$ cat src/sv/tqps_pkg.sv
// Shared types and codes of the two-queue priority server.
package tqps_pkg;

  localparam int unsigned TAG_W   = 16;
  localparam int unsigned LIMIT_W = 4;
  localparam int unsigned PADDR_W = 2;
  localparam int unsigned PDATA_W = 32;

  localparam logic [LIMIT_W-1:0] LIMIT_RESET = 4'd3;
  localparam logic [LIMIT_W-1:0] RUN_MAX     = 4'd15;

  localparam logic [PADDR_W-1:0] ADDR_LIMIT = 2'd0;

  typedef enum logic [1:0] {
    OP_ENQ_GENERAL  = 2'd0,
    OP_ENQ_PRIORITY = 2'd1,
    OP_SERVE        = 2'd2,
    OP_FINISH       = 2'd3
  } opcode_e;

  localparam logic [2:0] ST_ACCEPTED  = 3'd0;
  localparam logic [2:0] ST_REJECTED  = 3'd1;
  localparam logic [2:0] ST_SERVED_PRI = 3'd2;
  localparam logic [2:0] ST_SERVED_GEN = 3'd3;
  localparam logic [2:0] ST_BLOCKED   = 3'd4;
  localparam logic [2:0] ST_EMPTY     = 3'd5;

  typedef struct packed {
    logic [1:0]       opcode;
    logic [TAG_W-1:0] client_tag;
  } in_t;

  typedef struct packed {
    logic [2:0]       status;
    logic [TAG_W-1:0] served_tag;
    logic             last;
  } out_t;

endpackage

$ cat src/sv/tqps_ram.sv
// Generic single-port-write, single-port-read RAM with registered read data.
module tqps_ram #(
  parameter int unsigned WIDTH = 16,
  parameter int unsigned DEPTH = 32
) (
  input  logic                                         clk_i,
  input  logic                                         we_i,
  input  logic [((DEPTH > 1) ? $clog2(DEPTH) : 1)-1:0] waddr_i,
  input  logic [WIDTH-1:0]                             wdata_i,
  input  logic                                         re_i,
  input  logic [((DEPTH > 1) ? $clog2(DEPTH) : 1)-1:0] raddr_i,
  output logic [WIDTH-1:0]                             rdata_o
);

  logic [WIDTH-1:0] mem_q [DEPTH];
  logic [WIDTH-1:0] rdata_q;

  always_ff @(posedge clk_i) begin
    if (we_i) begin
      mem_q[waddr_i] <= wdata_i;
    end
    if (re_i) begin
      rdata_q <= mem_q[raddr_i];
    end
  end

  assign rdata_o = rdata_q;

endmodule

$ cat src/sv/two_queue_priority_server_with_limit_unit.sv
// Two-queue priority server: general and priority tag FIFOs with a run limit.
//
// Commands arrive on the in channel (valid/ready), one item at a time; each
// gives one or more results on the out channel (valid/ready). Opcodes: enqueue
// general, enqueue priority, serve one, finish (drain everything, priority
// FIFO first, last set on the final result).
// Tags sit in two synchronous RAMs with registered read data; head, tail,
// count and the run counter sit in flops.
// Timing: a command's first result is held in a result register (a pop's tag
// in the RAM read register) and loaded into the output register once that is
// free; a pop reads the RAM at the accepting edge and the data is used in the
// following cycle. The next command is taken only back in idle, after that
// load. A finish then gives one result per cycle while the receiver takes
// them, each read issued as the previous result is loaded.
// The output register holds a result until it is taken; while the receiver
// stalls, the block finishes its current read and then waits.
// Reset empties both FIFOs, clears the run counter and sets the limit to 3;
// the RAM contents are not cleared and no entry is read before it is written.
// The limit register sits at APB address 0; the user must write it only while idle, as the block does not enforce this.
module two_queue_priority_server_with_limit_unit #(
  parameter int unsigned QUEUE_DEPTH = 32
) (
  input  logic                         clk_i,
  input  logic                         rst_ni,
  input  logic                         in_valid_i,
  output logic                         in_ready_o,
  input  tqps_pkg::in_t                in_data_i,
  output logic                         out_valid_o,
  input  logic                         out_ready_i,
  output tqps_pkg::out_t               out_data_o,
  input  logic                         psel,
  input  logic                         penable,
  input  logic                         pwrite,
  input  logic [tqps_pkg::PADDR_W-1:0] paddr,
  input  logic [tqps_pkg::PDATA_W-1:0] pwdata,
  output logic [tqps_pkg::PDATA_W-1:0] prdata,
  output logic                         pready
);
  import tqps_pkg::*;

  localparam int unsigned PTR_W = (QUEUE_DEPTH > 1) ? $clog2(QUEUE_DEPTH) : 1;
  localparam int unsigned CNT_W = $clog2(QUEUE_DEPTH + 1);
  localparam logic [PTR_W-1:0] PTR_LAST = PTR_W'(QUEUE_DEPTH - 1);
  localparam logic [CNT_W-1:0] CNT_FULL = CNT_W'(QUEUE_DEPTH);

  typedef enum logic [2:0] {
    S_IDLE = 3'b001,
    S_RD   = 3'b010,
    S_EMIT = 3'b100
  } state_e;

  state_e           state_q, state_d;
  out_t             res_q, res_d;
  logic             drain_q, drain_d;
  logic [PTR_W-1:0] gen_head_q, gen_head_d, gen_tail_q, gen_tail_d;
  logic [PTR_W-1:0] pri_head_q, pri_head_d, pri_tail_q, pri_tail_d;
  logic [CNT_W-1:0] gen_cnt_q, gen_cnt_d, pri_cnt_q, pri_cnt_d;
  logic [LIMIT_W-1:0] run_q, run_d, limit_q;
  logic             out_valid_q, out_valid_d;
  out_t             out_q, out_d;

  logic             gen_we, pri_we, gen_re, pri_re;
  logic [TAG_W-1:0] gen_rdata, pri_rdata, rd_tag;
  logic             rd_pri_q;
  logic             out_free, accept, cfg_we;
  logic             gen_any, pri_any, drain_one_left;

  function automatic logic [PTR_W-1:0] wrap_inc(input logic [PTR_W-1:0] p);
    return (p == PTR_LAST) ? '0 : p + 1'b1;
  endfunction

  tqps_ram #(.WIDTH(TAG_W), .DEPTH(QUEUE_DEPTH)) u_gen_ram (
    .clk_i  (clk_i),
    .we_i   (gen_we),
    .waddr_i(gen_tail_q),
    .wdata_i(in_data_i.client_tag),
    .re_i   (gen_re),
    .raddr_i(gen_head_q),
    .rdata_o(gen_rdata)
  );

  tqps_ram #(.WIDTH(TAG_W), .DEPTH(QUEUE_DEPTH)) u_pri_ram (
    .clk_i  (clk_i),
    .we_i   (pri_we),
    .waddr_i(pri_tail_q),
    .wdata_i(in_data_i.client_tag),
    .re_i   (pri_re),
    .raddr_i(pri_head_q),
    .rdata_o(pri_rdata)
  );

  assign in_ready_o  = (state_q == S_IDLE);
  assign accept      = in_valid_i & in_ready_o;
  assign out_free    = ~out_valid_q | out_ready_i;
  assign out_valid_o = out_valid_q;
  assign out_data_o  = out_q;
  assign gen_any     = (gen_cnt_q != '0);
  assign pri_any     = (pri_cnt_q != '0);
  assign rd_tag      = rd_pri_q ? pri_rdata : gen_rdata;
  // after this pop nothing is left in either queue
  assign drain_one_left = ((pri_cnt_q == CNT_W'(1)) && !gen_any) ||
                          ((gen_cnt_q == CNT_W'(1)) && !pri_any);

  assign cfg_we = psel & penable & pwrite & pready & (paddr == ADDR_LIMIT);
  assign pready = 1'b1;
  assign prdata = {{(PDATA_W - LIMIT_W){1'b0}}, limit_q};

  always_comb begin
    state_d     = state_q;
    res_d       = res_q;
    drain_d     = drain_q;
    gen_head_d  = gen_head_q;
    gen_tail_d  = gen_tail_q;
    gen_cnt_d   = gen_cnt_q;
    pri_head_d  = pri_head_q;
    pri_tail_d  = pri_tail_q;
    pri_cnt_d   = pri_cnt_q;
    run_d       = run_q;
    out_valid_d = out_valid_q & ~out_ready_i;
    out_d       = out_q;
    gen_we      = 1'b0;
    pri_we      = 1'b0;
    gen_re      = 1'b0;
    pri_re      = 1'b0;

    unique case (state_q)
      S_IDLE: begin
        if (accept) begin
          res_d   = '{status: ST_EMPTY, served_tag: '0, last: 1'b1};
          state_d = S_EMIT;
          unique case (opcode_e'(in_data_i.opcode))
            OP_ENQ_GENERAL: begin
              if (gen_cnt_q == CNT_FULL) begin
                res_d.status = ST_REJECTED;
              end else begin
                res_d.status = ST_ACCEPTED;
                gen_we       = 1'b1;
                gen_tail_d   = wrap_inc(gen_tail_q);
                gen_cnt_d    = gen_cnt_q + 1'b1;
              end
            end
            OP_ENQ_PRIORITY: begin
              if (pri_cnt_q == CNT_FULL) begin
                res_d.status = ST_REJECTED;
              end else begin
                res_d.status = ST_ACCEPTED;
                pri_we       = 1'b1;
                pri_tail_d   = wrap_inc(pri_tail_q);
                pri_cnt_d    = pri_cnt_q + 1'b1;
              end
            end
            OP_SERVE: begin
              if (pri_any && (run_q < limit_q)) begin
                res_d.status = ST_SERVED_PRI;
                pri_re       = 1'b1;
                pri_head_d   = wrap_inc(pri_head_q);
                pri_cnt_d    = pri_cnt_q - 1'b1;
                if (run_q != RUN_MAX) run_d = run_q + 1'b1;
                state_d      = S_RD;
              end else if (gen_any) begin
                res_d.status = ST_SERVED_GEN;
                gen_re       = 1'b1;
                gen_head_d   = wrap_inc(gen_head_q);
                gen_cnt_d    = gen_cnt_q - 1'b1;
                run_d        = '0;
                state_d      = S_RD;
              end else if (pri_any) begin
                res_d.status = ST_BLOCKED;
              end
            end
            OP_FINISH: begin
              run_d = '0;
              if (pri_any || gen_any) begin
                drain_d    = 1'b1;
                res_d.last = drain_one_left;
                state_d    = S_RD;
                if (pri_any) begin
                  res_d.status = ST_SERVED_PRI;
                  pri_re       = 1'b1;
                  pri_head_d   = wrap_inc(pri_head_q);
                  pri_cnt_d    = pri_cnt_q - 1'b1;
                end else begin
                  res_d.status = ST_SERVED_GEN;
                  gen_re       = 1'b1;
                  gen_head_d   = wrap_inc(gen_head_q);
                  gen_cnt_d    = gen_cnt_q - 1'b1;
                end
              end
            end
            default: ;
          endcase
        end
      end

      S_RD, S_EMIT: begin
        // RAM data is valid from the cycle after the read until the next read
        if (state_q == S_RD) res_d.served_tag = rd_tag;
        if (out_free) begin
          out_valid_d = 1'b1;
          out_d       = res_d;
          if (drain_q && (pri_any || gen_any)) begin
            res_d.last = drain_one_left;
            state_d    = S_RD;
            if (pri_any) begin
              res_d.status = ST_SERVED_PRI;
              pri_re       = 1'b1;
              pri_head_d   = wrap_inc(pri_head_q);
              pri_cnt_d    = pri_cnt_q - 1'b1;
            end else begin
              res_d.status = ST_SERVED_GEN;
              gen_re       = 1'b1;
              gen_head_d   = wrap_inc(gen_head_q);
              gen_cnt_d    = gen_cnt_q - 1'b1;
            end
          end else begin
            drain_d = 1'b0;
            state_d = S_IDLE;
          end
        end else begin
          state_d = S_EMIT;
        end
      end

      default: state_d = S_IDLE;
    endcase
  end

  always_ff @(posedge clk_i or negedge rst_ni) begin
    if (!rst_ni) begin
      state_q     <= S_IDLE;
      drain_q     <= 1'b0;
      gen_head_q  <= '0;
      gen_tail_q  <= '0;
      gen_cnt_q   <= '0;
      pri_head_q  <= '0;
      pri_tail_q  <= '0;
      pri_cnt_q   <= '0;
      run_q       <= '0;
      limit_q     <= LIMIT_RESET;
      out_valid_q <= 1'b0;
      rd_pri_q    <= 1'b0;
    end else begin
      state_q     <= state_d;
      drain_q     <= drain_d;
      gen_head_q  <= gen_head_d;
      gen_tail_q  <= gen_tail_d;
      gen_cnt_q   <= gen_cnt_d;
      pri_head_q  <= pri_head_d;
      pri_tail_q  <= pri_tail_d;
      pri_cnt_q   <= pri_cnt_d;
      run_q       <= run_d;
      out_valid_q <= out_valid_d;
      if (pri_re || gen_re) rd_pri_q <= pri_re;
      if (cfg_we) limit_q <= pwdata[LIMIT_W-1:0];
    end
  end

  always_ff @(posedge clk_i) begin
    res_q <= res_d;
    out_q <= out_d;
  end

  // a queue never holds more than its depth
  assert property (@(posedge clk_i) disable iff (!rst_ni)
    (gen_cnt_q <= CNT_FULL) && (pri_cnt_q <= CNT_FULL))
    else $error("queue count beyond depth");

  // a pop is only issued on a non-empty queue
  assert property (@(posedge clk_i) disable iff (!rst_ni)
    (gen_re |-> gen_any) and (pri_re |-> pri_any))
    else $error("pop from empty queue");

  // waiting for read data only right after a RAM read
  assert property (@(posedge clk_i) disable iff (!rst_ni)
    (state_q == S_RD) |-> $past(gen_re || pri_re))
    else $error("read state without a read");

  // an idle block has finished any drain
  assert property (@(posedge clk_i) disable iff (!rst_ni)
    (state_q == S_IDLE) |-> !drain_q)
    else $error("drain left open");

endmodule
$ cat config.mk
export PLATFORM = sky130hd
export DESIGN_NAME = two_queue_priority_server_with_limit_unit
export DESIGN_NICKNAME = d
export VERILOG_FILES = /design/src/sv/tqps_pkg.sv /design/src/sv/tqps_ram.sv /design/src/sv/two_queue_priority_server_with_limit_unit.sv
export SDC_FILE = /design/constraint.sdc
export NUM_CORES = 1
export LEC_CHECK = 0
export ABC_AREA = 1
export BUFFER_PORTS_ARGS = -buffer_cell sky130_fd_sc_hd__buf_4
export CORE_AREA = 2 2 438 440
export DETAILED_ROUTE_END_ITERATION = 8
export DIE_AREA = 0 0 440 442
export SLEW_MARGIN = 20
export SYNTH_ARGS = -nofsm -noshare
export SYNTH_HDL_FRONTEND = slang
export SYNTH_SLANG_ARGS = --single-unit
export TNS_END_PERCENT = 30
$ cat constraint.sdc
create_clock -name clk_i -period 9.4 [get_ports clk_i]
set_input_delay 0.47 -clock clk_i [delete_from_list [all_inputs] [get_ports clk_i]]
set_output_delay 0.47 -clock clk_i [all_outputs]
set_load 0.02 [all_outputs]
---- Word level (Yosys, flattened, before mapping) ----
Memory sizes are Yosys's and may differ from the RTL's. A register that Yosys moved wholly into a read port is not among the register bits.
Index checks and enable logic that the tools add are counted.
storage, ports and cells
  register bits ........................... 86
  RAM bits ................................ 1024
  input bits .............................. 59
  output and inout bits ................... 55
  memories kept ........................... 2
memories
  memory           words  width  read ports  clocked after memory_dff  write ports  RTL line        RTL
  u_gen_ram.mem_q  32     16     1           1                         1            tqps_ram.sv:15  logic [WIDTH-1:0] mem_q [DEPTH];
  u_pri_ram.mem_q  32     16     1           1                         1            tqps_ram.sv:15
cells by class
  add/subtract/negate cells ............... 9
  order comparisons ....................... 1
  equal/unequal tests ..................... 32
  mux-type cells .......................... 107
  bitwise logic cells ..................... 10
  reduce and logical (&&, ||, !) cells .... 27
operators by type and width
  kind                 count
  $mux 6               15
  $mux 5               17
  $mux 1               40
  $pmux 20 s2          1
  $pmux 5 s2           4
  $pmux 6 s3           2
  $mux 16              2
  $mux 3               10
  $ne 3x3->1 const B   8
  $pmux 6 s2           2
  $add 5x1->5 const B  4
  $eq 5x5->1 const B   4
  $mux 20              1
  $reduce_and 8->1     2
  $add 6x1->6 const B  2
  $eq 6x1->1 const B   2
  $eq 6x6->1 const B   2
  $mux 4               3
  $pmux 3 s2           2
  $pmux 3 s4           1
  $reduce_and 4->1     3
  $reduce_bool 6->1    2
  $sub 6x1->6 const B  2
  $pmux 1 s2           5
  other kinds (28)     50

---- Longest topological paths before layout ----
  depth after elaboration ................. 8
  mapped depth ............................ 15
  mapped depth without buffers ............ 13

---- Modules after synthesis ----
A second synthesis with hierarchy kept.
second synthesis, totals
  cells, all modules ...................... 4306
  area, all modules ....................... 48830.6 µm²
by module, submodules not included
  module                                     times used  cells an instance  area each (µm²)  sequential area each (µm²)
  tqps_ram                                   2           1794               21461.8          15855.2
  two_queue_priority_server_with_limit_unit  1           718                5906.9           2356.0

---- Least setup slack after synthesis ----
OpenSTA, ideal clock, no wires.
  kind .................................... register -> register
  from .................................... reg state_q[0]
  to ...................................... mem u_pri_ram.mem_q[31][0] (enable)
  setup time .............................. 0.430 ns
  arrival ................................. 3.001 ns
  data required time ...................... 8.970 ns
  slack ................................... 5.969 ns
  cell stages (with the launch flop) ...... 7
  path buffers ............................ 0
  clock period less this slack ............ 3.431 ns
  cell sequence ........................... dfstp_2 -> inv_1 -> nor3_4 -> nand2_4 -> nor3_4 -> nand2_1 -> nor4_1
between the ends
  longest elaborated chain between the ends .. 6
ends and longest elaborated chain
  what                            RTL line                                          RTL
  from (decl)                     two_queue_priority_server_with_limit_unit.sv:52   state_e state_q, state_d;
  from (signal assigned)          two_queue_priority_server_with_limit_unit.sv:243  state_q <= state_d;
  $eq 3x1->1 *                    two_queue_priority_server_with_limit_unit.sv:92   assign in_ready_o = (state_q == S_IDLE);
  via in_ready_o                  two_queue_priority_server_with_limit_unit.sv:26   output logic in_ready_o,
  $and 1x1->1                     two_queue_priority_server_with_limit_unit.sv:93   assign accept = in_valid_i & in_ready_o;
  $mux 1                          two_queue_priority_server_with_limit_unit.sv:128  if (accept) begin
  $mux 1 *                        two_queue_priority_server_with_limit_unit.sv:126  unique case (state_q)
  $mux 1 *                        tqps_ram.sv:19                                    if (we_i) begin
  $mux 1 (not written as such) *  tqps_ram.sv:20                                    mem_q[waddr_i] <= wdata_i;
  to (decl)                       tqps_ram.sv:15
The timed path passes the listed nets; every way through them passes the cells marked *.

==> results.md <==
- Status: finished, final reports clean
- Asr flop ratio synth: 4.03%
- Max Clock Freq: 249 MHz
- Antenna-violating nets left: 0
- Global-route wire length before repair: 183000 um
- Worst-Skew Late Latency: 0.74 ns
- CP startpoint kind: register
- Gpl congestion: 0.824
- Crit path time final: 4.01 ns
- Post-Route Setup TNS: 0 ns
- Leakage: 18.1 nW
- Worst setup EP type: register
- Power per Cell Area: 276 nW/um2
- Vias in the first global route: 28.6k
- Final period utilization: 42.7%
- I/O Pins: 114
- Fin. Hold Viols: 0
- CP Cell Sequence: inv_6 > buf_4 > buf_4 > o21ai_0 > o22ai_1 > nand2_1 > nand3_1 > nor2_1 > nor2_1
- Critical path arrival: 4.53 ns
- Final global-route overflow total: 0
- Min-Delay Path Class: input port to register
- Final HPWL DP: 68600 um
- Critical Path Start: gen_head_q[0]
- Die ar.: 194000 um2
- Finish-stage setup viols: 0
- Total track usage: 12.3%
- Clock sinks: 1142
- CP max stage delay: 0.81 ns
- Fin Hold WS: 0.122 ns
- Max-Cap Viols: 0
- Hold path start: in_valid_i
- Slew @ Worst Pin: 1.10 ns
- Total CTS buffers: 114
- Worst IR Drop VDD: 0.000173 V
- DRT Pass-1 Iters: 7
- 1st-iter DRT viols: 3478
- Cells on Worst Hold Path: 3
- DRC: 0
- CP max-delay cell: buf_4
- Slew Limit Fails: 0
- WS Path Type: register to register
- Synthesized instance count: 3898
- Vias per inst: 4.63
- Synth warnings: 0
- Reg2reg start: gen_head_q[0]
- Setup Skew: 0.0408 ns
- Die height: 442 um
- Area of the mapped netlist: 47100 um2
- Routed WL: 124000 um
- Post-CTS Setup Inserts: 0
- Die W: 440 um
- RSZ-0062 raised after global routing: false
- Layout filler cell count: 19.2k
- Required time worst endpoint: 9.92 ns
- Most frequent cells in the layout: edfxtp_1, nor2_1, o21ai_0
- Maximum fanout along the worst path: 88
- Wire per inst: 19.0 um
- Synth Flop Type: edfxtp_1
- Starting density of the core: 24.8%
- Post-layout net count: 4014
- Synth Register Bits: 1142
- Core Rows: 160
- Max_slew headroom: 26.4%
- CTS tree: yes
- Netlist cell types: 44
- Largest net degree at the start of global routing: 130
- H-tree depth: 3
- Port buffer count: 56
- Avg Inst Size Synth: 12.1 um2
- P&R area growth vs syn: 14.5%
- Bufs on Longest Clock Path: 3
- Sequential share of the synthesized area: 72.3%
- Root buf cell: clkbuf_16
- Vias: 30.2k
- Most common cell after layout, fill and taps aside: edfxtp_1
- Worst-path clk slew: 0.06 ns
- Initial antenna violation count: 2
- Post-synth EDFFs: 1096
- Layout cells sized above 1: 9.35%
- Worst Reg-to-Reg Cells: 9
- Core area: 190000 um2
==> per-layer routing <==
metal	global-route usage (%)	wire, um	part of all wire (%)
met5	0	0	0
met4	4.83	4070	3.3
met3	1.62	7190	5.8
met2	20.7	61500	49
met1	15.9	51500	41
==> through the flow <==
step | setup slack [ns] | power [mW] | utilization (%) | std cells | area, um2
6_report | 5.39 | 14.9 | 28.4 | 6534 | 53900
5_1_grt | 5.16 | 15.6 | 28.4 | 6533 | 53900
4_1_cts | 5.41 | 15.0 | 28.4 | 6533 | 53900
2_1_floorplan | 5.97 | 9.07 | - | 3925 | 47200
3_3_place_gp | 5.43 | 10.5 | 26.5 | 6316 | 50200
3_5_place_dp | 5.42 | 10.5 | 26.5 | 6316 | 50200
==> worst paths after layout <==
path | slack [ns] | end
min in group asynchronous | 0.34 | limit_q[2]
worst max-delay path | 5.39 | u_gen_ram.rdata_o[1]
max in group asynchronous | 8.45 | pri_head_q[1]
worst min register to register | 0.54 | limit_q[1]
worst max register to register | 5.39 | u_gen_ram.rdata_o[1]
worst min-delay path | 0.12 | state_q[2]
==> registers in the layout, indices dropped and copies added, names as in the netlist, 6 cells and up <==
name               flops
pri_cnt_q              6
u_pri_ram.rdata_o     16
u_gen_ram.rdata_o     16
res_q                 20
out_data_o            20
gen_cnt_q              6
u_pri_ram.mem_q      512
u_gen_ram.mem_q      512
==> repair_timing <==
item | in CTS | in global routing
gates resized for setup | 0 | 0
hold endpoints to repair | 47 | 0
hold buffers | 5 | 0
==> critical path, delay by kind of cell (launching register included) <==
kind                   cells  cell delay (ns)
DFF                        1             0.68
and+or+nand+nor            4             0.62
buffers and inverters      3             2.00
AOI/OAI and AO/OA          2             0.37
==> Yosys cell counts, drive strengths merged, types with 5 or more instances <==
cell type,count,area share [%]
a211oi,16,0.26
a21oi,38,0.40
a22oi,28,0.45
buf,140,1.7
clkbuf,126,1.0
clkinv,5,0.042
dfrtp,43,2.3
edfxtp,1096,70
ha,29,0.77
inv,93,0.74
mux2i,16,0.34
nand2,487,4.0
nand3,198,2.1
nand4,10,0.13
nor2,727,5.9
nor3,13,0.19
o211ai,16,0.26
o21ai,574,6.1
o22ai,202,2.7
or2,19,0.25
xor2,8,0.15
==> power breakdown <==
part	internal [mW]	total [mW]	switching, mW
sequential	5.88	6.14	0.265
combinational	1.19	4.31	3.13
clock	2.46	4.41	1.94
total	9.53	14.9	5.33
==> area by class of cell <==
class / instances / area [um2] / share of cell area (%)
Antenna cell: 1 / 2.50 / 0.00464
Clock buffer: 154 / 3110 / 5.76
Clock inverter: 58 / 517 / 0.958
Inverter: 98 / 380 / 0.706
Multi-Input combinational cell: 2419 / 11500 / 21.4
Sequential cell: 1142 / 34100 / 63.2
Tap cell: 2511 / 3140 / 5.83
Timing Repair Buffer: 151 / 1160 / 2.15
==> cells by family (layout without fill, tap and decap cells) <==
family,after synthesis,in the layout,synth area share (%)
AOI/OAI and AO/OA,879,879,10.2
xor gates and xnor gates,9,9,0.167
adders and majority gates,29,29,0.770
buffers and inverters,364,461,3.48
DFF,1142,1142,72.3
muxes,17,17,0.364
other,2,30,0.0159
and+or+nand+nor,1456,1456,12.6
Power figures use the tool's default switching activity.
